File: src/mck_pkg.sv
// Shared types, constants and the Morse tree lookup for the Morse code keyer.
package mck_pkg;

    localparam int CHAR_W       = 8;
    localparam int CFG_W        = 16;
    localparam int CFG_IDX_W    = 2;
    localparam int LEFT_W       = 3;
    localparam int TREE_ENTRIES = 128;
    localparam int TREE_IDX_W   = $clog2(TREE_ENTRIES);
    localparam int TDATA_IN_W   = 8;
    localparam int TDATA_OUT_W  = 8;

    localparam logic [CHAR_W-1:0] CHAR_NUL    = 8'h00;
    localparam logic [CHAR_W-1:0] CHAR_STAR   = 8'h2A;
    localparam logic [CHAR_W-1:0] LOWER_LIMIT = 8'd96;
    localparam logic [CHAR_W-1:0] CASE_OFFSET = 8'd32;

    localparam logic KIND_CHAR = 1'b1;

    localparam logic [CFG_W-1:0] DOT_TICKS_RST  = 16'd60;
    localparam logic [CFG_W-1:0] DASH_TICKS_RST = 16'd180;
    localparam logic [CFG_W-1:0] WORD_TICKS_RST = 16'd420;

    typedef enum logic [1:0] {
        SYM_DOT   = 2'd0,
        SYM_DASH  = 2'd1,
        SYM_SENT  = 2'd2,
        SYM_SPACE = 2'd3
    } sym_t;

    typedef enum logic [CFG_IDX_W-1:0] {
        CFG_DOT  = 2'd0,
        CFG_DASH = 2'd1,
        CFG_WORD = 2'd2
    } cfg_idx_t;

    typedef struct packed {
        logic [CFG_W-1:0] dot_ticks;
        logic [CFG_W-1:0] dash_ticks;
        logic [CFG_W-1:0] word_space_ticks;
    } cfg_t;

    typedef struct packed {
        logic              kind;
        logic [CHAR_W-1:0] char_code;
    } item_t;

    typedef struct packed {
        logic accepted;
        logic busy_res;
        logic tone_on;
    } result_t;

    // Heap index of an upper-case character in the dichotomic tree; 0 when absent
    function automatic logic [TREE_IDX_W-1:0] tree_index(input logic [CHAR_W-1:0] c);
        logic [TREE_IDX_W-1:0] idx;
        case (c)
            "E":   idx = 7'd1;
            "T":   idx = 7'd2;
            "I":   idx = 7'd3;
            "A":   idx = 7'd4;
            "N":   idx = 7'd5;
            "M":   idx = 7'd6;
            "S":   idx = 7'd7;
            "U":   idx = 7'd8;
            "R":   idx = 7'd9;
            "W":   idx = 7'd10;
            "D":   idx = 7'd11;
            "K":   idx = 7'd12;
            "G":   idx = 7'd13;
            "O":   idx = 7'd14;
            "H":   idx = 7'd15;
            "V":   idx = 7'd16;
            "F":   idx = 7'd17;
            "L":   idx = 7'd19;
            "P":   idx = 7'd21;
            "J":   idx = 7'd22;
            "B":   idx = 7'd23;
            "X":   idx = 7'd24;
            "C":   idx = 7'd25;
            "Y":   idx = 7'd26;
            "Z":   idx = 7'd27;
            "Q":   idx = 7'd28;
            8'h21: idx = 7'd29;  // !
            "5":   idx = 7'd31;
            "4":   idx = 7'd32;
            "3":   idx = 7'd34;
            "2":   idx = 7'd38;
            8'h26: idx = 7'd39;  // &
            8'h2B: idx = 7'd41;  // +
            "1":   idx = 7'd46;
            "6":   idx = 7'd47;
            8'h3D: idx = 7'd48;  // =
            8'h2F: idx = 7'd49;  // /
            8'h28: idx = 7'd53;  // (
            "7":   idx = 7'd55;
            "8":   idx = 7'd59;
            "9":   idx = 7'd61;
            "0":   idx = 7'd62;
            8'h3F: idx = 7'd75;  // ?
            8'h5F: idx = 7'd76;  // _
            8'h22: idx = 7'd81;  // double quote
            8'h2E: idx = 7'd84;  // .
            8'h40: idx = 7'd89;  // @
            8'h27: idx = 7'd93;  // apostrophe
            8'h2D: idx = 7'd96;  // -
            8'h3B: idx = 7'd105; // ;
            8'h29: idx = 7'd108; // )
            8'h2C: idx = 7'd114; // ,
            8'h3A: idx = 7'd119; // :
            default: idx = '0;
        endcase
        return idx;
    endfunction

endpackage

File: src/mck_cfg_regs.sv
// Timing configuration registers of the Morse code keyer.
module mck_cfg_regs (
    input  logic                           aclk,
    input  logic                           aresetn,
    input  logic                           cfg_valid,
    output logic                           cfg_ready,
    input  logic [mck_pkg::CFG_IDX_W-1:0]  cfg_index,
    input  logic [mck_pkg::CFG_W-1:0]      cfg_data,
    output mck_pkg::cfg_t                  cfg
);
    import mck_pkg::*;

    cfg_t cfg_reg;

    assign cfg_ready = 1'b1;
    assign cfg      = cfg_reg;

    always_ff @(posedge aclk) begin
        if (!aresetn) begin
            cfg_reg.dot_ticks        <= DOT_TICKS_RST;
            cfg_reg.dash_ticks       <= DASH_TICKS_RST;
            cfg_reg.word_space_ticks <= WORD_TICKS_RST;
        end else if (cfg_valid) begin
            case (cfg_index)
                CFG_DOT:  cfg_reg.dot_ticks        <= cfg_data;
                CFG_DASH: cfg_reg.dash_ticks       <= cfg_data;
                CFG_WORD: cfg_reg.word_space_ticks <= cfg_data;
                default: begin
                    // unmapped index, write dropped
                end
            endcase
        end
    end

endmodule

File: src/mck_in_stage.sv
// Input register stage of the Morse code keyer.
module mck_in_stage (
    input  logic           aclk,
    input  logic           aresetn,
    input  logic           s_valid,
    output logic           s_ready,
    input  mck_pkg::item_t s_item,
    input  logic           take,
    output logic           in_valid,
    output mck_pkg::item_t in_item
);
    import mck_pkg::*;

    logic  in_valid_reg;
    logic  in_valid_next;
    item_t item_reg;

    assign s_ready  = !in_valid_reg || take;
    assign in_valid = in_valid_reg;
    assign in_item  = item_reg;

    always_comb begin
        if (s_valid && s_ready) begin
            in_valid_next = 1'b1;
        end else if (take) begin
            in_valid_next = 1'b0;
        end else begin
            in_valid_next = in_valid_reg;
        end
    end

    always_ff @(posedge aclk) begin
        if (!aresetn) begin
            in_valid_reg <= 1'b0;
        end else begin
            in_valid_reg <= in_valid_next;
        end
    end

    always_ff @(posedge aclk) begin
        if (s_valid && s_ready) begin
            item_reg <= s_item;
        end
    end

endmodule

File: src/mck_core.sv
// Keyer state, symbol store, per-item update and result register.
module mck_core #(
    parameter int MAX_SYMBOLS = 6,
    parameter int TIMER_BITS  = 16
) (
    input  logic             aclk,
    input  logic             aresetn,
    input  mck_pkg::cfg_t    cfg,
    input  logic             in_valid,
    input  mck_pkg::item_t   in_item,
    output logic             take,
    output logic             out_valid,
    input  logic             out_ready,
    output mck_pkg::result_t out_result
);
    import mck_pkg::*;

    localparam int SIDX_W = $clog2(MAX_SYMBOLS);
    localparam int CMP_W  = ((TIMER_BITS > CFG_W) ? TIMER_BITS : CFG_W) + 1;
    localparam int PATH_W = TREE_IDX_W + 1;
    localparam logic [TIMER_BITS-1:0] ELAPSED_MAX = '1;

    logic                  sending_reg, sending_next;
    logic [LEFT_W-1:0]     left_reg, left_next;
    logic [TIMER_BITS-1:0] elapsed_reg, elapsed_next;
    logic                  tone_reg, tone_next;
    sym_t                  store_reg [MAX_SYMBOLS];
    sym_t                  store_next [MAX_SYMBOLS];
    logic                  out_valid_reg, out_valid_next;
    result_t               result_reg, result_next;

    logic [CHAR_W-1:0]     upper_char;
    logic [TREE_IDX_W-1:0] tree_pos;
    logic [PATH_W-1:0]     path;
    logic [LEFT_W-1:0]     depth;
    logic [LEFT_W-1:0]     sym_count;
    logic                  char_ok;
    logic [TIMER_BITS-1:0] elapsed_inc;
    logic [LEFT_W-1:0]     left_m1;
    logic [LEFT_W-1:0]     left_clamp;
    logic [SIDX_W-1:0]     cur_idx;
    sym_t                  cur_sym;
    logic                  last_sym;
    logic [CMP_W-1:0]      inc_x, dot_x, dash_x, word_x;
    logic                  dot_done, dash_done, word_done;

    assign take       = in_valid && (!out_valid_reg || out_ready);
    assign out_valid  = out_valid_reg;
    assign out_result = result_reg;

    // Character decode: fold to upper case, find the tree node, path = node + 1
    assign char_ok    = (in_item.char_code != CHAR_NUL) && (in_item.char_code != CHAR_STAR)
                        && (left_reg == '0);
    assign upper_char = (in_item.char_code > LOWER_LIMIT) ? in_item.char_code - CASE_OFFSET
                                                          : in_item.char_code;
    assign tree_pos   = tree_index(upper_char);
    assign path       = {1'b0, tree_pos} + PATH_W'(1);

    // Depth is the position of the leading one; the bits below it are the
    // symbols, leaf in bit 0, with 0 for a dot and 1 for a dash.
    always_comb begin
        depth = '0;
        for (int i = 1; i < PATH_W; i++) begin
            if (path[i]) begin
                depth = LEFT_W'(i);
            end
        end
    end

    assign sym_count = (depth > LEFT_W'(MAX_SYMBOLS)) ? LEFT_W'(MAX_SYMBOLS) : depth;

    // Current symbol is read from the top of the filled part of the store
    assign left_m1    = left_reg - LEFT_W'(1);
    assign left_clamp = (left_m1 >= LEFT_W'(MAX_SYMBOLS)) ? LEFT_W'(MAX_SYMBOLS - 1) : left_m1;
    assign cur_idx    = left_clamp[SIDX_W-1:0];
    assign cur_sym    = store_reg[cur_idx];
    assign last_sym   = left_reg <= LEFT_W'(1);

    assign elapsed_inc = (elapsed_reg == ELAPSED_MAX) ? elapsed_reg
                                                      : elapsed_reg + TIMER_BITS'(1);
    assign inc_x     = CMP_W'(elapsed_inc);
    assign dot_x     = CMP_W'(cfg.dot_ticks);
    assign dash_x    = CMP_W'(cfg.dash_ticks);
    assign word_x    = CMP_W'(cfg.word_space_ticks);
    assign dot_done  = inc_x >= dot_x;
    assign dash_done = inc_x >= dash_x;
    // elapsed > word - dash, kept unsigned by moving dash across
    assign word_done = (inc_x + dash_x) > word_x;

    always_comb begin
        sending_next = sending_reg;
        left_next    = left_reg;
        elapsed_next = elapsed_reg;
        tone_next    = tone_reg;
        store_next   = store_reg;
        result_next  = '0;

        if (in_item.kind == KIND_CHAR) begin
            if (char_ok) begin
                result_next.accepted = 1'b1;
                if (tree_pos != '0) begin
                    for (int k = 0; k < MAX_SYMBOLS; k++) begin
                        if (k < int'(sym_count)) begin
                            store_next[k] = path[k] ? SYM_DASH : SYM_DOT;
                        end
                    end
                    tone_next = 1'b1;
                    left_next = sym_count;
                end else begin
                    store_next[0] = SYM_SPACE;
                    left_next     = LEFT_W'(1);
                end
                elapsed_next = '0;
                sending_next = 1'b1;
            end
        end else begin
            elapsed_next = elapsed_inc;
            if (left_reg == '0) begin
                sending_next = 1'b0;
            end else begin
                case (cur_sym)
                    SYM_DOT, SYM_DASH: begin
                        if ((cur_sym == SYM_DOT) ? dot_done : dash_done) begin
                            tone_next           = 1'b0;
                            store_next[cur_idx] = SYM_SENT;
                            elapsed_next        = '0;
                        end
                    end
                    SYM_SENT: begin
                        // gap after a symbol; the letter gap after the last one
                        if (!last_sym) begin
                            if (dot_done) begin
                                tone_next    = 1'b1;
                                left_next    = left_m1;
                                elapsed_next = '0;
                            end
                        end else if (dash_done) begin
                            left_next    = left_m1;
                            elapsed_next = '0;
                        end
                    end
                    default: begin
                        if (word_done) begin
                            left_next = left_m1;
                        end
                    end
                endcase
            end
        end

        result_next.tone_on  = tone_next;
        result_next.busy_res = sending_next;
    end

    always_comb begin
        if (take) begin
            out_valid_next = 1'b1;
        end else if (out_ready) begin
            out_valid_next = 1'b0;
        end else begin
            out_valid_next = out_valid_reg;
        end
    end

    always_ff @(posedge aclk) begin
        if (!aresetn) begin
            sending_reg   <= 1'b0;
            left_reg      <= '0;
            elapsed_reg   <= '0;
            tone_reg      <= 1'b0;
            out_valid_reg <= 1'b0;
        end else begin
            out_valid_reg <= out_valid_next;
            if (take) begin
                sending_reg <= sending_next;
                left_reg    <= left_next;
                elapsed_reg <= elapsed_next;
                tone_reg    <= tone_next;
            end
        end
    end

    always_ff @(posedge aclk) begin
        if (take) begin
            store_reg  <= store_next;
            result_reg <= result_next;
        end
    end

endmodule

File: src/morse_code_keyer.sv
// Top level of the Morse code keyer: stream ports, config port and stage wiring.
//
//  Channel | Direction | Handshake          | Payload
//  s_      | in        | s_tvalid/s_tready  | s_tdata: char_code; s_tuser: kind
//  m_      | out       | m_tvalid/m_tready  | m_tdata: tone_on, busy_res, accepted
//  cfg_    | in        | cfg_valid/cfg_ready| cfg_index, cfg_data
//
// One transaction per cycle sustained while m_tready stays high. The input register loads
// at the input transaction, and the keyer update then loads the result register when the
// core takes the item. cfg_ready is always high.
// aresetn is synchronous: it clears the keyer state and both valid flags and
// restores the default dot, dash and word-space times.
// A stall on m_tready holds the result and the input register; s_tready drops when both are full.
module morse_code_keyer #(
    parameter int MAX_SYMBOLS = 6,
    parameter int TIMER_BITS  = 16
) (
    input  logic                             aclk,
    input  logic                             aresetn,
    input  logic                             s_tvalid,
    output logic                             s_tready,
    input  logic [mck_pkg::TDATA_IN_W-1:0]   s_tdata,  // [7:0] char_code
    input  logic                             s_tuser,  // [0] kind
    output logic                             m_tvalid,
    input  logic                             m_tready,
    output logic [mck_pkg::TDATA_OUT_W-1:0]  m_tdata,  // [0] tone_on, [1] busy_res,
                                                       // [2] accepted, [7:3] zero
    input  logic                             cfg_valid,
    output logic                             cfg_ready,
    input  logic [mck_pkg::CFG_IDX_W-1:0]    cfg_index,
    input  logic [mck_pkg::CFG_W-1:0]        cfg_data
);
    import mck_pkg::*;

    localparam int RES_W = $bits(result_t);

    cfg_t    cfg;
    item_t   s_item;
    item_t   in_item;
    logic    in_valid;
    logic    take;
    result_t result;

    assign s_item.kind      = s_tuser;
    assign s_item.char_code = s_tdata[CHAR_W-1:0];

    mck_cfg_regs u_cfg_regs (
        .aclk      (aclk),
        .aresetn   (aresetn),
        .cfg_valid (cfg_valid),
        .cfg_ready (cfg_ready),
        .cfg_index (cfg_index),
        .cfg_data  (cfg_data),
        .cfg       (cfg)
    );

    mck_in_stage u_in_stage (
        .aclk     (aclk),
        .aresetn  (aresetn),
        .s_valid  (s_tvalid),
        .s_ready  (s_tready),
        .s_item   (s_item),
        .take     (take),
        .in_valid (in_valid),
        .in_item  (in_item)
    );

    mck_core #(
        .MAX_SYMBOLS (MAX_SYMBOLS),
        .TIMER_BITS  (TIMER_BITS)
    ) u_core (
        .aclk       (aclk),
        .aresetn    (aresetn),
        .cfg        (cfg),
        .in_valid   (in_valid),
        .in_item    (in_item),
        .take       (take),
        .out_valid  (m_tvalid),
        .out_ready  (m_tready),
        .out_result (result)
    );

    assign m_tdata = {{(TDATA_OUT_W - RES_W){1'b0}}, result};

endmodule

File: config.mk
export PLATFORM = sky130hd
export DESIGN_NAME = morse_code_keyer
export DESIGN_NICKNAME = d
export VERILOG_FILES = /design/src/mck_pkg.sv /design/src/mck_cfg_regs.sv /design/src/mck_in_stage.sv /design/src/mck_core.sv /design/src/morse_code_keyer.sv
export SDC_FILE = /design/constraint.sdc
export NUM_CORES = 1
export LEC_CHECK = 0
export ABC_CLOCK_PERIOD_IN_PS = 11100
export BUFFER_PORTS_ARGS = -buffer_cell sky130_fd_sc_hd__buf_2
export CORE_ASPECT_RATIO = 0.8
export CORE_MARGIN = 8
export CORE_UTILIZATION = 49
export CTS_CLUSTER_DIAMETER = 60
export DETAILED_ROUTE_END_ITERATION = 10
export HOLD_SLACK_MARGIN = 0.08
export PLACE_DENSITY = 0.77
export SLEW_MARGIN = 30
export SYNTH_ARGS = -nofsm -noshare
export SYNTH_HDL_FRONTEND = slang
export SYNTH_SLANG_ARGS = --single-unit
File: constraint.sdc
create_clock -name aclk -period 11.1 [get_ports aclk]
set_clock_uncertainty 0.1 [all_clocks]
set_input_delay 1.11 -clock aclk [delete_from_list [all_inputs] [get_ports aclk]]
set_output_delay 1.11 -clock aclk [all_outputs]
set_load 0.02 [all_outputs]
Yosys cells after proc, flatten, opt, wreduce, memory -nomap -nowiden
Memory sizes are Yosys's and may differ from the RTL's.
Cells that the tools add are included.
W data, S select, Z words.
- register bits: 95
- latch bits: 0
- bits in writable memories: 0
- ROM bits: 896
- input port bits: 32
- output and inout bits: 11
- logic and storage cells: 164
- memories kept: 1
- add/subtract/negate cells: 5
- $mul: 0
- div/mod/pow operators: 0
- order comparisons: 15
- equal/unequal tests: 18
- shift operators: 0
- mux-type cells: 70
- bitwise gates (word level): 4
- reduce and logical (&&, ||, !) cells: 31
- memories (memory ; words ; bits a word ; read ports ; clocked after memory_dff ; write ports ; line ; RTL):
    (name not given) ; 128 ; 7 ; 1 ; 0 ; 0 ; mck_pkg.sv:57 ; case (c)
- operator list (operator ; count):
    $mux W16 ; 8
    $mux W12 ; 5
    $mux W3 ; 14
    $reduce_and A7 Y1 ; 6
    $ge A16 B16 Y1 ; 2
    $pmux W16 S2 ; 1
    $mux W2 ; 12
    $mux W1 ; 23
    $add A16 B16 Y17 ; 1
    $gt A17 B16 Y1 ; 1
    $add A16 B1 Y16 const B ; 1
    $eq A16 B16 Y1 const B ; 1
    $ne A2 B1 Y1 const B ; 7
    $mux W10 ; 1
    $add A7 B1 Y8 const B ; 1
    $gt A8 B7 Y1 const B ; 1
    $mux W8 ; 1
    $ne A8 B6 Y1 const B ; 1
    $reduce_and A2 Y1 ; 4
    $reduce_bool A2 Y1 ; 4
    $reduce_bool A8 Y1 ; 1
    $sub A8 B6 Y8 const B ; 1
    $mux W7 ; 1
    $reduce_bool A7 Y1 ; 1
    other kinds (31) ; 44

Longest topological paths before layout
Gate-level depths: netlist (run 1).
An unclocked memory read counts as a cell.
- word-level depth: 19
- gate-level depth with buffers: 30
- mapped depth without buffers: 26

Cells and area by module
A second synthesis (run 1) with hierarchy kept.
- cells, all modules: 927
- area total of the unflattened synthesis: 7896.3 µm²
- modules (own cells, without submodules) (module ; times used ; cells each ; area each (µm²) ; sequential area each (µm²)):
    mck_core ; 1 ; 724 ; 5639.2 ; 890.9
    mck_cfg_regs ; 1 ; 183 ; 1888.1 ; 960.9
    mck_in_stage ; 1 ; 14 ; 327.8 ; 290.3
    morse_code_keyer ; 1 ; 6 ; 41.3 ; 0.0

Worst setup path after synthesis (run 1)
No wires, ideal clock.
- path type: register -> register
- start point: register u_core.elapsed_reg[3]
- end point: register u_core.left_reg[2]
- library setup time: 0.119 ns
- arrival time: 5.514 ns
- data required time: 10.881 ns
- setup slack: 5.367 ns
- stages on the path, launching flop included: 31
- buffers on the path: 4
- period minus slack after synthesis: 5.733 ns
- cell sequence: dfxtp_1 buf_2 and4_1 nand4_1 nor3_1 and3_1 clkbuf_1 nand4_1 and4_1 clkbuf_1 nand3_1 xnor2_1 ha_1 clkbuf_1 nor3b_1 nor3_1 o211ai_1 a211oi_1 o31ai_1 a21oi_1 nor2_1 xor2_1 ha_1 nand4_1 nor4_1 a211o_1 o21ai_0 o211ai_1 a22oi_1 nor2_1 o221a_1
- cells in the longest elaborated chain, start to end: 6
- elaborated cells on any way between the ends: 11
- those cells by class: 2 x add/sub; 3 x order compare; 3 x eq/ne; 1 x mux; 2 x reduce/logical
- RTL lines (item ; line ; RTL):
    start, declared ; mck_core.sv:25 ; logic [TIMER_BITS-1:0] elapsed_reg, elapsed_next;
    start signal, assigned ; mck_core.sv:177 ; elapsed_reg <= elapsed_next;
    $add A16 B1 Y16 or $eq A16 B16 Y1 (tied branches) ; mck_core.sv:80, mck_core.sv:79 ;
    $mux W16 (*) ; mck_core.sv:79 ; assign elapsed_inc = (elapsed_reg == ELAPSED_MAX) ? elapsed_reg
    $add A16 B16 Y17 ; mck_core.sv:88 ; assign word_done = (inc_x + dash_x) > word_x;
    $gt A17 B16 Y1 ; mck_core.sv:88 ;
    $reduce_bool A3 Y1 (no line) ; n/a ;
    $reduce_and A7 Y1 (no line) (*) ; n/a ;
    end signal, assigned ; mck_core.sv:176 ; left_reg <= left_next;
    end, declared ; mck_core.sv:24 ; logic [LEFT_W-1:0] left_reg, left_next;
Mark *: on every way between the ends. The rest lies on a longest branch, timed or not.
A chain may end at the register's enable or synchronous reset.

Final worst setup path (run 1)
Ends and elaborated chain as after synthesis.

==> results by group, run 1 <==
Die
  – Initial Utilization: 50.4%
  – # IOs: 43
  – Die area: 0.0197 mm2
  – Die width: 155 um
  – Core ar.: 0.0151 mm2
  – Die height: 127 um
  – Site Rows: 40

Clock tree
  – CTS Buf Count: 9
  – Post-CTS setup buffer count: 0
  – Clk slew on worst S/H paths: 0.07 ns
  – H-tree levels: 3
  – CTS max path bufs: 2
  – Clk root buf: clkbuf_16
  – CTS tree: built
  – Resized Gates After CTS: 0
  – Clock latency at the later pin of the worst-skew pair: 0.35 ns
  – CTS Sinks: 95
  – Hold buffer count at cts: 0

Worst setup path
  – Setup CP Type: reg2reg
  – CP Max Fanout: 9
  – Arrival time worst endpoint: 6.68 ns
  – Worst Setup Start Kind: flop
  – WP data required: 11.24 ns
  – Endpoint type of the worst setup path: flop

Placement
  – Placed Instances: 1,162
  – RD Place Congestion: 0.953
  – Port buffer count: 36
  – Hpwl dp: 14,300 um

GRT
  – GRT Overall Usage: 19.3%
  – Vias in the first global route: 6,288
  – Gr ovfl total: 0
  – Largest net degree at the start of global routing: 51
  – Global-route wire length before repair: 31,200 um
  – Initial antenna violation count: 0

Yosys
  – YS warnings: 0
  – Post-synthesis sequential area ratio: 28.2%
  – Synth Area in Simple Gates: 22.7%
  – Ys async rst share: 0%
  – Compound-Gate Fraction of Synth Area: 23.0%
  – XOR/XNOR Fraction of Synth Area: 3.10%
  – Syn avg cell area: 7.89 um2
  – Post-Synthesis Cells: 962
  – Mux share of post-synthesis cell area: 1.95%
  – Unique cell type count in the Yosys netlist: 91
  – Post-Syn Area: 0.00759 mm2
  – Largest area contributor in the netlist: dfxtp_1
  – Synth top area share: 18.7%
  – Largest family of logic cells by synthesized area: compound AO/OA/AOI/OAI gates
  – Largest cells by area after synthesis: dfxtp_1, ha_1, edfxtp_1, nand2_1, a21oi_1
  – EDFF count, synth: 24
  – Synth Register Bits: 95
  – Most used flip-flop cell after synthesis: dfxtp_1
  – Synth Area in Adders: 13.5%

Layout
  – Commonest non-fill, non-tap cell in the layout: nand2_1
  – Max FFs per register: 48
  – Most frequent cells in the layout: nand2_1, a21oi_1, ha_1
  – Share of cells above drive strength 1: 8.57%
  – Nets: 1,076
  – Post-Layout Cell Count: 1,178
  – N_diodes: 0
  – Synth-to-Final Area Change: 7.35%

Routing
  – Final wirelength: 18,900 um
  – Routed Antenna Nets: 0
  – DR pass1 iterations: 5
  – Routed vias/inst: 5.78
  – Iter 0 DRT Violations: 628
  – DRC: 0
  – Via count: 6,810
  – DR WL/cell: 16.0 um

Run status
  – Status: finished, final reports clean

Timing
  – Setup_tns: 0 ns
  – Setup repair after global routing missed its margin: false
  – Final setup fails: 0
  – Max_slew headroom: 45.3%
  – Slew Limit Fails: 0
  – Post-layout min period: 6.54 ns
  – Fmax achieved: 0.153 GHz
  – Hold Vio Cnt, Final: 0
  – Final cycle utilization of the critical path: 58.9%
  – Worst slew pin tran: 0.821 ns

Power
  – PD cells: 107 mW/mm2
  – Leakage power total: 3.34 nW
  – Maximum VDD drop: 0.0702 mV

Flow run
  – # Max-Cap Violations: 0

Hold path
  – Hold WC Path Type: reg2reg
-- worst max-delay path, cell delays in order, from the launching register on --
cell and delay (ns):
dfxtp_1 0.45, and4_1 0.28, nand4_1 0.15, nor3_1 0.31
and3_1 0.29, nand4_1 0.35, nor2b_1 0.33, nor2_1 0.28
ha_1 0.34, nand2b_1 0.18, a221oi_1 0.47, o211ai_1 0.22
a211oi_1 0.30, o31ai_1 0.15, a21oi_1 0.16, nor2_1 0.06
xor2_1 0.15, ha_1 0.31, nand4_1 0.09, nor4_1 0.06
a211o_1 0.25, o21ai_0 0.22, o211ai_1 0.18, a22oi_1 0.40
nor2_1 0.10, o221a_1 0.25
-- layout make-up --
| cell class | instances | area (um2) |
|---|---|---|
| Clock buffer | 10 | 250 |
| Inverter | 80 | 300 |
| Timing Repair Buffer | 43 | 233 |
| Clock inverter | 6 | 56.3 |
| Sequential cell | 95 | 2140 |
| Multi-Input combinational cell | 734 | 4900 |
| Tap cell | 210 | 263 |
| Fill cell | 1392 | 6920 |
-- path summary, 6_finish.rpt --
check / start / to / slack (ns) / cells past startpoint
setup / recovery: u_core.elapsed_reg[3]$_SDFFE_PN0P_ / u_core.left_reg[2]$_SDFFE_PN0P_ / 4.56 / 25
hold / removal: u_cfg_regs.cfg[39]$_SDFFE_PN0P_ / u_cfg_regs.cfg[39]$_SDFFE_PN0P_ / 0.35 / 2
setup reg to reg: u_core.elapsed_reg[3]$_SDFFE_PN0P_ / u_core.left_reg[2]$_SDFFE_PN0P_ / 4.56 / 25
hold reg to reg: u_cfg_regs.cfg[39]$_SDFFE_PN0P_ / u_cfg_regs.cfg[39]$_SDFFE_PN0P_ / 0.35 / 2
-- cells by family after synthesis --
| group | Yosys count |
|---|---|
| AO/OA/AOI/OAI | 262 |
| buffers and inverters | 137 |
| XOR/XNOR | 26 |
| AND/OR/NAND/NOR | 345 |
| multiplexers | 14 |
| adder cells (fa/ha/maj) | 81 |
| flip-flops | 95 |
| other | 2 |
-- report_power, final --
| group | switching (W) | internal (W) | leakage [nW] |
|---|---|---|---|
| clock network | 0.000151 | 0.000171 | 0.149 |
| logic | 0.000108 | 0.0000651 | 2.39 |
| registers | 0.0000119 | 0.000369 | 0.804 |
-- cells in the mapped netlist, types with 8 or more instances --
cell type	number
nor3_1	14
dfxtp_1	71
o21ai_0	33
mux2i_1	8
nor2_1	58
nand3b_1	8
ha_1	80
clkbuf_1	32
o211ai_1	24
buf_2	12
and2_1	9
nand2b_1	15
a211oi_1	15
xnor2_1	18
nor2b_1	19
nand3_1	22
nand2_1	142
nand4_1	13
inv_1	79
edfxtp_1	24
a21oi_1	93
a31oi_1	11
-- metal layers --
layer / up-vias / global-route usage [%] / share of wire (%)
met2: 210 / 31.2 / 45
met5: - / 0 / 0
met1: 3162 / 25.8 / 47
met4: 0 / 5.64 / 1.7
li1: 3409 / - / -
met3: 29 / 3.40 / 6.1
-- per-stage QoR --
| stage | setup WS [ns] | power [W] | utilization (%) | cell area (um2) | hold slack (ns) |
|---|---|---|---|---|---|
| after floorplan | 5.37 | 0.000516 | - | 7600 | 0.336 |
| after global placement | 4.85 | 0.000556 | 52.0 | 7840 | 0.343 |
| after detailed placement | 4.69 | 0.000558 | 52.0 | 7840 | 0.347 |
| after CTS | 4.65 | 0.000879 | 54.1 | 8150 | 0.357 |
| after global routing | 3.98 | 0.000916 | 54.1 | 8150 | 0.374 |
| final | 4.56 | 0.000876 | 54.1 | 8150 | 0.355 |
No activity file was read; power rests on OpenSTA's default activity.
==> inputs of run 2 (changes only) <==
- ABC_CLOCK_PERIOD_IN_PS: 11100 -> 6800
- clock period: 11.1 -> 6.8 ns (I/O delays scaled with it)
==> run 2 against run 1 <==
Against the previous run: first-iteration DRC count fell by 5.7%; combinational power rose by 65%; global-route usage rose by 0.25 points; via count rose by 0.32%; register-to-register slack got worse by 4.1 ns; routed wire length rose by 1.9%; critical endpoint unchanged; clock power rose by 66%; power rose by 65%; cell count rose by 0.34%; critical path depth fell by 1; fmax rose by 3.7%; worst setup slack got worse by 4.1 ns.
==> results by group, run 2 (synthesis gave the netlist of run 1 again) <==
Clock tree
  – Clk root buf: clkbuf_16
  – Hold buffer count at cts: 0 (unchanged)
  – CTS tree: built
  – H-tree levels: 3 (unchanged)
  – CTS Sinks: 95 (unchanged)
  – Clk slew on worst S/H paths: 0.07 ns (about the same)
  – CTS max path bufs: 2 (unchanged)
  – Clock latency at the later pin of the worst-skew pair: 0.36 ns (about the same)
  – CTS Buf Count: 9 (unchanged)

Placement
  – RD Place Congestion: 0.936 (-1.8%)
  – Port buffer count: 36 (unchanged)
  – Hpwl dp: 14,500 um (+1.5%)
  – Placed Instances: 1,161 (-0.086%)

Power
  – Logic pwr share: 19.8% (about the same)
  – Sw Share: 30.1% (-0.76 points)
  – Leakage power total: 3.37 nW (+0.67%)
  – Clk network pwr share: 37.1% (+0.3 points)
  – Maximum VDD drop: 0.131 mV (+87%)
  – Reg power frac: 43.1% (-0.4 points)
  – PD cells: 176 mW/mm2 (+64%)
  – Net switching power: 0.000435 W (+61%)
  – P_int: 0.00101 W (+67%)

Worst setup path
  – WP data required: 6.94 ns (-4.30 ns)
  – CP Max Fanout: 7 (-2)
  – Setup CP Type: reg2reg
  – Worst Setup Start Kind: flop
  – Arrival time worst endpoint: 6.45 ns (-0.23 ns)
  – Endpoint type of the worst setup path: flop

Timing
  – Post-layout min period: 6.31 ns (-0.232 ns)
  – Final setup fails: 0 (unchanged)
  – Fmax achieved: 0.159 GHz (+3.7%)
  – Hold Vio Cnt, Final: 0 (unchanged)
  – Setup_tns: 0 ns (unchanged)
  – Worst slew pin tran: 0.833 ns (+0.0126 ns)
  – Max_slew headroom: 44.2% (-1.0 points)
  – Final cycle utilization of the critical path: 92.8% (+34 points)
  – Slew Limit Fails: 0 (unchanged)
  – Setup repair after global routing missed its margin: false

Die
  – Core ar.: 0.0151 mm2 (unchanged)
  – Die area: 0.0197 mm2 (unchanged)
  – Die width: 155 um (unchanged)
  – Die height: 127 um (unchanged)
  – Initial Utilization: 50.4% (unchanged)
  – Site Rows: 40 (unchanged)
  – # IOs: 43 (unchanged)

Hold path
  – Hold WC Path Type: reg2reg

GRT
  – Initial antenna violation count: 0 (unchanged)
  – Largest net degree at the start of global routing: 51 (unchanged)
  – Gr ovfl total: 0 (unchanged)
  – Global-route wire length before repair: 31,700 um (+1.5%)
  – Vias in the first global route: 6,332 (+0.70%)
  – GRT Overall Usage: 19.5% (+0.25 points)

Routing
  – DR WL/cell: 16.3 um (+1.6%)
  – Routed vias/inst: 5.78 (about the same)
  – DR pass1 iterations: 5 (unchanged)
  – Via count: 6,832 (+0.32%)
  – Final wirelength: 19,200 um (+1.9%)
  – Routed Antenna Nets: 0 (unchanged)
  – Iter 0 DRT Violations: 592 (-5.7%)
  – DRC: 0 (unchanged)

Layout
  – Post-Layout Cell Count: 1,182 (+0.34%)
  – Share of cells above drive strength 1: 8.95% (+0.38 points)
  – Most frequent cells in the layout: nand2_1, a21oi_1, ha_1
  – N_diodes: 0 (unchanged)
  – Max FFs per register: 48 (unchanged)
  – Commonest non-fill, non-tap cell in the layout: nand2_1
  – Synth-to-Final Area Change: 8.01%
  – Nets: 1,080 (+0.37%)

Run status
  – Status: finished, final reports clean

Flow run
  – # Max-Cap Violations: 0 (unchanged)
[run 2: changes by cell type in the layout (fill, tap and decap cells not counted), sizes merged]
cell / previous run / this run
buf: 43 / 47
clkbuf: 10 / 13
clkinv: 1 / 0
clkinvlp: 1 / 0
inv: 84 / 83
[run 2: routing by layer]
metal | vias up | routed length (um) | GRT usage [%] | share of wire (%)
li1 | 3416 | - | - | -
met4 | 0 | 315 | 5.46 | 1.6
met5 | - | 0 | 0 | 0
met3 | 23 | 1220 | 3.71 | 6.3
met1 | 3170 | 9070 | 26.2 | 47
met2 | 223 | 8640 | 31.3 | 45
[run 2: critical path, stage by stage (launching register included)]
cell	delay [ns]
dfxtp_1	0.47
and4_1	0.30
nand4_1	0.17
nor3_1	0.31
and3_1	0.29
nand4_1	0.24
nor2b_1	0.28
nor2_1	0.29
ha_1	0.35
o21bai_1	0.20
a21oi_1	0.21
o21ai_0	0.11
o211ai_1	0.16
a211oi_1	0.15
o41ai_1	0.61
xnor2_1	0.19
ha_1	0.26
nand4_1	0.10
nor4_1	0.07
a211o_1	0.25
o21ai_0	0.24
o211ai_1	0.20
a22oi_2	0.29
nor2_1	0.10
o221a_1	0.25
[run 2: final timing paths]
path                                      startpoint                               to  slack, ns  cells after the start
setup reg to reg  u_core.elapsed_reg[3]$_SDFFE_PN0P_  u_core.left_reg[2]$_SDFFE_PN0P_       0.49                     24
setup / recovery  u_core.elapsed_reg[3]$_SDFFE_PN0P_  u_core.left_reg[2]$_SDFFE_PN0P_       0.49                     24
hold reg to reg      u_cfg_regs.cfg[45]$_SDFFE_PN0P_  u_cfg_regs.cfg[45]$_SDFFE_PN0P_       0.36                      2
hold / removal       u_cfg_regs.cfg[45]$_SDFFE_PN0P_  u_cfg_regs.cfg[45]$_SDFFE_PN0P_       0.36                      2
[run 2: what timing repair did]
| item | in CTS | in global routing |
|---|---|---|
| resized for setup | 0 | 2 |
| endpoints found under the setup margin | 0 | 3 |
| buffers inserted | 0 | 4 |
[run 2: area by class of cell]
type	instances	area, um2
fill	1430	6870
multi-input combinational	734	4910
sequential	95	2140
inverter	80	300
clock buffer	13	283
timing repair buffer	47	267
tap	210	263
clock inverter	3	28.8
[run 2: metrics by stage]
stage,setup slack (ns),instance area [um2],utilization [%],hold WS [ns],power (W)
final,0.492,8200,54.4,0.357,0.00144
after CTS,0.293,8140,54.1,0.358,0.00145
after global placement,0.546,7830,52.0,0.343,0.000908
after floorplan,1.07,7600,-,0.336,0.000842
after detailed placement,0.331,7830,52.0,0.348,0.000914
after global routing,0.0717,8200,54.4,0.379,0.00151
[run 2: power by group through the flow]
| stage | logic [W] | clock network, W | registers [W] |
|---|---|---|---|
| finish | 0.000286 | 0.000535 | 0.000623 |
| global route | 0.000316 | 0.000566 | 0.000625 |
| CTS | 0.000278 | 0.000545 | 0.000624 |
| detailed placement | 0.000276 | 0 | 0.000637 |
| global placement | 0.000271 | 0 | 0.000637 |
| floorplan | 0.000215 | 0 | 0.000627 |
==> inputs of run 3 (changes only) <==
--- a/config.mk
+++ b/config.mk
@@ -7,5 +7,4 @@
 export LEC_CHECK = 0
 export ABC_CLOCK_PERIOD_IN_PS = 6800
-export BUFFER_PORTS_ARGS = -buffer_cell sky130_fd_sc_hd__buf_2
 export CORE_ASPECT_RATIO = 0.8
 export CORE_MARGIN = 8
@@ -13,6 +12,8 @@
 export CTS_CLUSTER_DIAMETER = 60
 export DETAILED_ROUTE_END_ITERATION = 10
+export DONT_BUFFER_PORTS = 1
+export GPL_TIMING_DRIVEN = 0
 export HOLD_SLACK_MARGIN = 0.08
-export PLACE_DENSITY = 0.77
+export PLACE_DENSITY = 0.75
 export SLEW_MARGIN = 30
 export SYNTH_ARGS = -nofsm -noshare
==> constraint.sdc (replaced) <==
create_clock -name aclk -period 6.8 [get_ports aclk]
set_clock_uncertainty 0.1 [all_clocks]
set_input_delay 1.36 -clock aclk [delete_from_list [all_inputs] [get_ports aclk]]
set_output_delay 1.36 -clock aclk [all_outputs]
set_load 0.02 [all_outputs]
==> run 3 against run 2 <==
Against the previous run: largest power group unchanged; power down 1.2%; sequential share of layout area down 0.15 points; clock power down 4%; sequential cell count unchanged; critical path depth up 3.
==> results by group, run 3 (synthesis gave the netlist of run 1 again) <==
Run status
  – Status: finished, final reports clean

Layout
  – Synth-to-Final Area Change: 8.64%
  – Max FFs per register: 48 (unchanged)
  – Final instance area: 0.00824 mm2 (+0.58%)
  – Share of cells above drive strength 1: 7.31% (-1.6 points)
  – Nets: 1,093 (+1.2%)
  – Most frequent cells in the layout: nand2_1, a21oi_1, inv_1, ha_1, dfxtp_1
  – N_diodes: 0 (unchanged)
  – Register Area: 0.00214 mm2 (unchanged)
  – Commonest non-fill, non-tap cell in the layout: nand2_1
  – FILL cells: 1,455 (+1.7%)
  – Multi-input logic area: 0.00494 mm2 (+0.56%)

Die
  – Initial Utilization: 50.4% (unchanged)
  – # IOs: 43 (unchanged)
  – Die area: 0.0197 mm2 (unchanged)
  – Die width: 155 um (unchanged)
  – Core ar.: 0.0151 mm2 (unchanged)
  – Site Rows: 40 (unchanged)
  – Die height: 127 um (unchanged)

GRT
  – Global-route wire length before repair: 32,900 um (+4.0%)
  – Routing usage on met1: 27.3% (+1.1 points)
  – GRT Overall Usage: 20.6% (+1.1 points)
  – Largest net degree at the start of global routing: 19 (-63%)
  – Grt met3 use: 4.62% (+0.91 points)
  – Vias in the first global route: 6,480 (+2.3%)
  – Met2 Usage GRT: 33.4% (+2.1 points)
  – Gr ovfl total: 0 (unchanged)
  – Initial antenna violation count: 0 (unchanged)
  – GRT Max-Usage Layer: met2

Clock tree
  – H-tree levels: 3 (unchanged)
  – CTS Sinks: 95 (unchanged)
  – Hold buffer count at cts: 0 (unchanged)
  – Clock latency at the later pin of the worst-skew pair: 0.36 ns (about the same)
  – CTS Buf Count: 9 (unchanged)
  – Clk root buf: clkbuf_16
  – CTS max path bufs: 2 (unchanged)
  – CTS tree: built
  – Clk slew on worst S/H paths: 0.07 ns (about the same)

Timing
  – Hold_ws: 0.356 ns (-0.000615 ns)
  – Worst slew pin tran: 0.614 ns (-0.220 ns)
  – Max_slew headroom: 58.6% (+14 points)
  – PnR worst setup slack: 0.407 ns (-0.0855 ns)
  – Setup repair after global routing missed its margin: false
  – Slew Limit Fails: 0 (unchanged)
  – Hold Vio Cnt, Final: 0 (unchanged)
  – Post-layout min period: 6.39 ns (+0.0855 ns)
  – Final cycle utilization of the critical path: 94.0% (+1.3 points)
  – Fmax achieved: 0.156 GHz (-1.3%)
  – Final setup fails: 0 (unchanged)

Placement
  – Pre-CTS setup slack: -0.206 ns (-0.537 ns)
  – Port buffer count: 0 (-100%)
  – RD Place Congestion: 0.923 (-1.3%)
  – DP Area: 0.00787 mm2 (+0.43%)
  – Hpwl dp: 15,500 um (+6.9%)

Power
  – Logic pwr share: 20.5% (+0.7 points)
  – Maximum VDD drop: 0.116 mV (-11%)
  – Sw Share: 31.5% (+1.4 points)
  – P_int: 0.000977 W (-3.1%)
  – PD cells: 173 mW/mm2 (-1.7%)
  – Clk network pwr share: 36.2% (-0.9 points)
  – Net switching power: 0.000449 W (+3.4%)
  – Leakage power total: 3.33 nW (-0.98%)
  – Reg power frac: 43.3% (+0.2 points)

Hold path
  – Hold WC Path Type: reg2reg

Routing
  – DR pass1 iterations: 7 (+2)
  – Routed Antenna Nets: 0 (unchanged)
  – Routed vias/inst: 5.85 (+1.2%)
  – Final wirelength: 20,300 um (+5.3%)
  – Iter 0 DRT Violations: 492 (-17%)
  – DRC: 0 (unchanged)
  – DR WL/cell: 17.0 um (+4.2%)
  – Via count: 6,989 (+2.3%)

Flow run
  – # Max-Cap Violations: 0 (unchanged)

Worst setup path
  – WP data required: 6.94 ns (about the same)
  – Worst Setup Start Kind: flop
  – Setup CP Type: reg2reg
  – Slowest-stage cell, CP: ha_1
  – Arrival time worst endpoint: 6.54 ns (+0.09 ns)
  – Endpoint type of the worst setup path: flop
  – Worst stage delay on the critical path: 0.35 ns (-0.26 ns)
  – CP Max Fanout: 7 (unchanged)
==> run 3: metrics by stage <==
step           utilization (%)  power, W  setup TNS (ns)  std cells
4_1_cts                   54.3   0.00143               0       1193
5_1_grt                   54.7   0.00149               0       1195
6_report                  54.7   0.00143               0       1195
2_1_floorplan                -  0.000842               0        966
3_3_place_gp              52.2  0.000907          -0.342       1176
3_5_place_dp              52.2  0.000912          -0.536       1176
==> run 3: timing repair <==
action / CTS / global route
resized for setup: 1 / 9
gates cloned: 0 / 0
setup buffers: 1 / 3
pin swaps: 1 / 5
setup endpoints to repair: 3 / 3
==> run 3: power by group through the flow <==
stage | clock [W] | sequential (W) | combinational, W
2_1_floorplan | 0 | 0.000627 | 0.000215
3_3_place_gp | 0 | 0.000630 | 0.000277
3_5_place_dp | 0 | 0.000631 | 0.000281
4_1_cts | 0.000527 | 0.000618 | 0.000284
5_1_grt | 0.000548 | 0.000621 | 0.000323
6_report | 0.000516 | 0.000618 | 0.000293
==> run 3: path summary, 6_finish.rpt <==
| check | startpoint | slack (ns) | cells past startpoint | endpoint |
|---|---|---|---|---|
| worst max register to register | u_core.elapsed_reg[3]$_SDFFE_PN0P_ | 0.41 | 27 | u_core.left_reg[2]$_SDFFE_PN0P_ |
| worst max-delay path | u_core.elapsed_reg[3]$_SDFFE_PN0P_ | 0.41 | 27 | u_core.left_reg[2]$_SDFFE_PN0P_ |
| worst min register to register | u_cfg_regs.cfg[15]$_SDFFE_PN0P_ | 0.36 | 2 | u_cfg_regs.cfg[15]$_SDFFE_PN0P_ |
| worst min-delay path | u_cfg_regs.cfg[15]$_SDFFE_PN0P_ | 0.36 | 2 | u_cfg_regs.cfg[15]$_SDFFE_PN0P_ |
==> run 3: routing by layer <==
| layer | vias to the layer above | share of wire [%] |
|---|---|---|
| li1 | 3439 | - |
| met1 | 3266 | 47 |
| met2 | 253 | 45 |
| met3 | 31 | 7.6 |
| met4 | 0 | 1.3 |
| met5 | - | 0 |
==> run 3: critical path, delay by kind of cell, from the launching register on <==
family / cells / cell delay [ns]
buf+inv: 2 / 0.36
fa+ha+maj: 2 / 0.64
flops: 1 / 0.30
simple gates: 12 / 2.15
xor+xnor: 1 / 0.22
compound gates: 10 / 2.48
==> run 3: area by class of cell <==
| class | instances | area share (%) |
|---|---|---|
| clock inverter | 6 | 0.759 |
| inverter | 80 | 3.64 |
| multi-input combinational | 734 | 59.9 |
| buffer | 56 | 3.23 |
| clock buffer | 10 | 2.90 |
| sequential | 95 | 26.0 |
| timing repair buffer | 4 | 0.364 |
| tap | 210 | 3.19 |
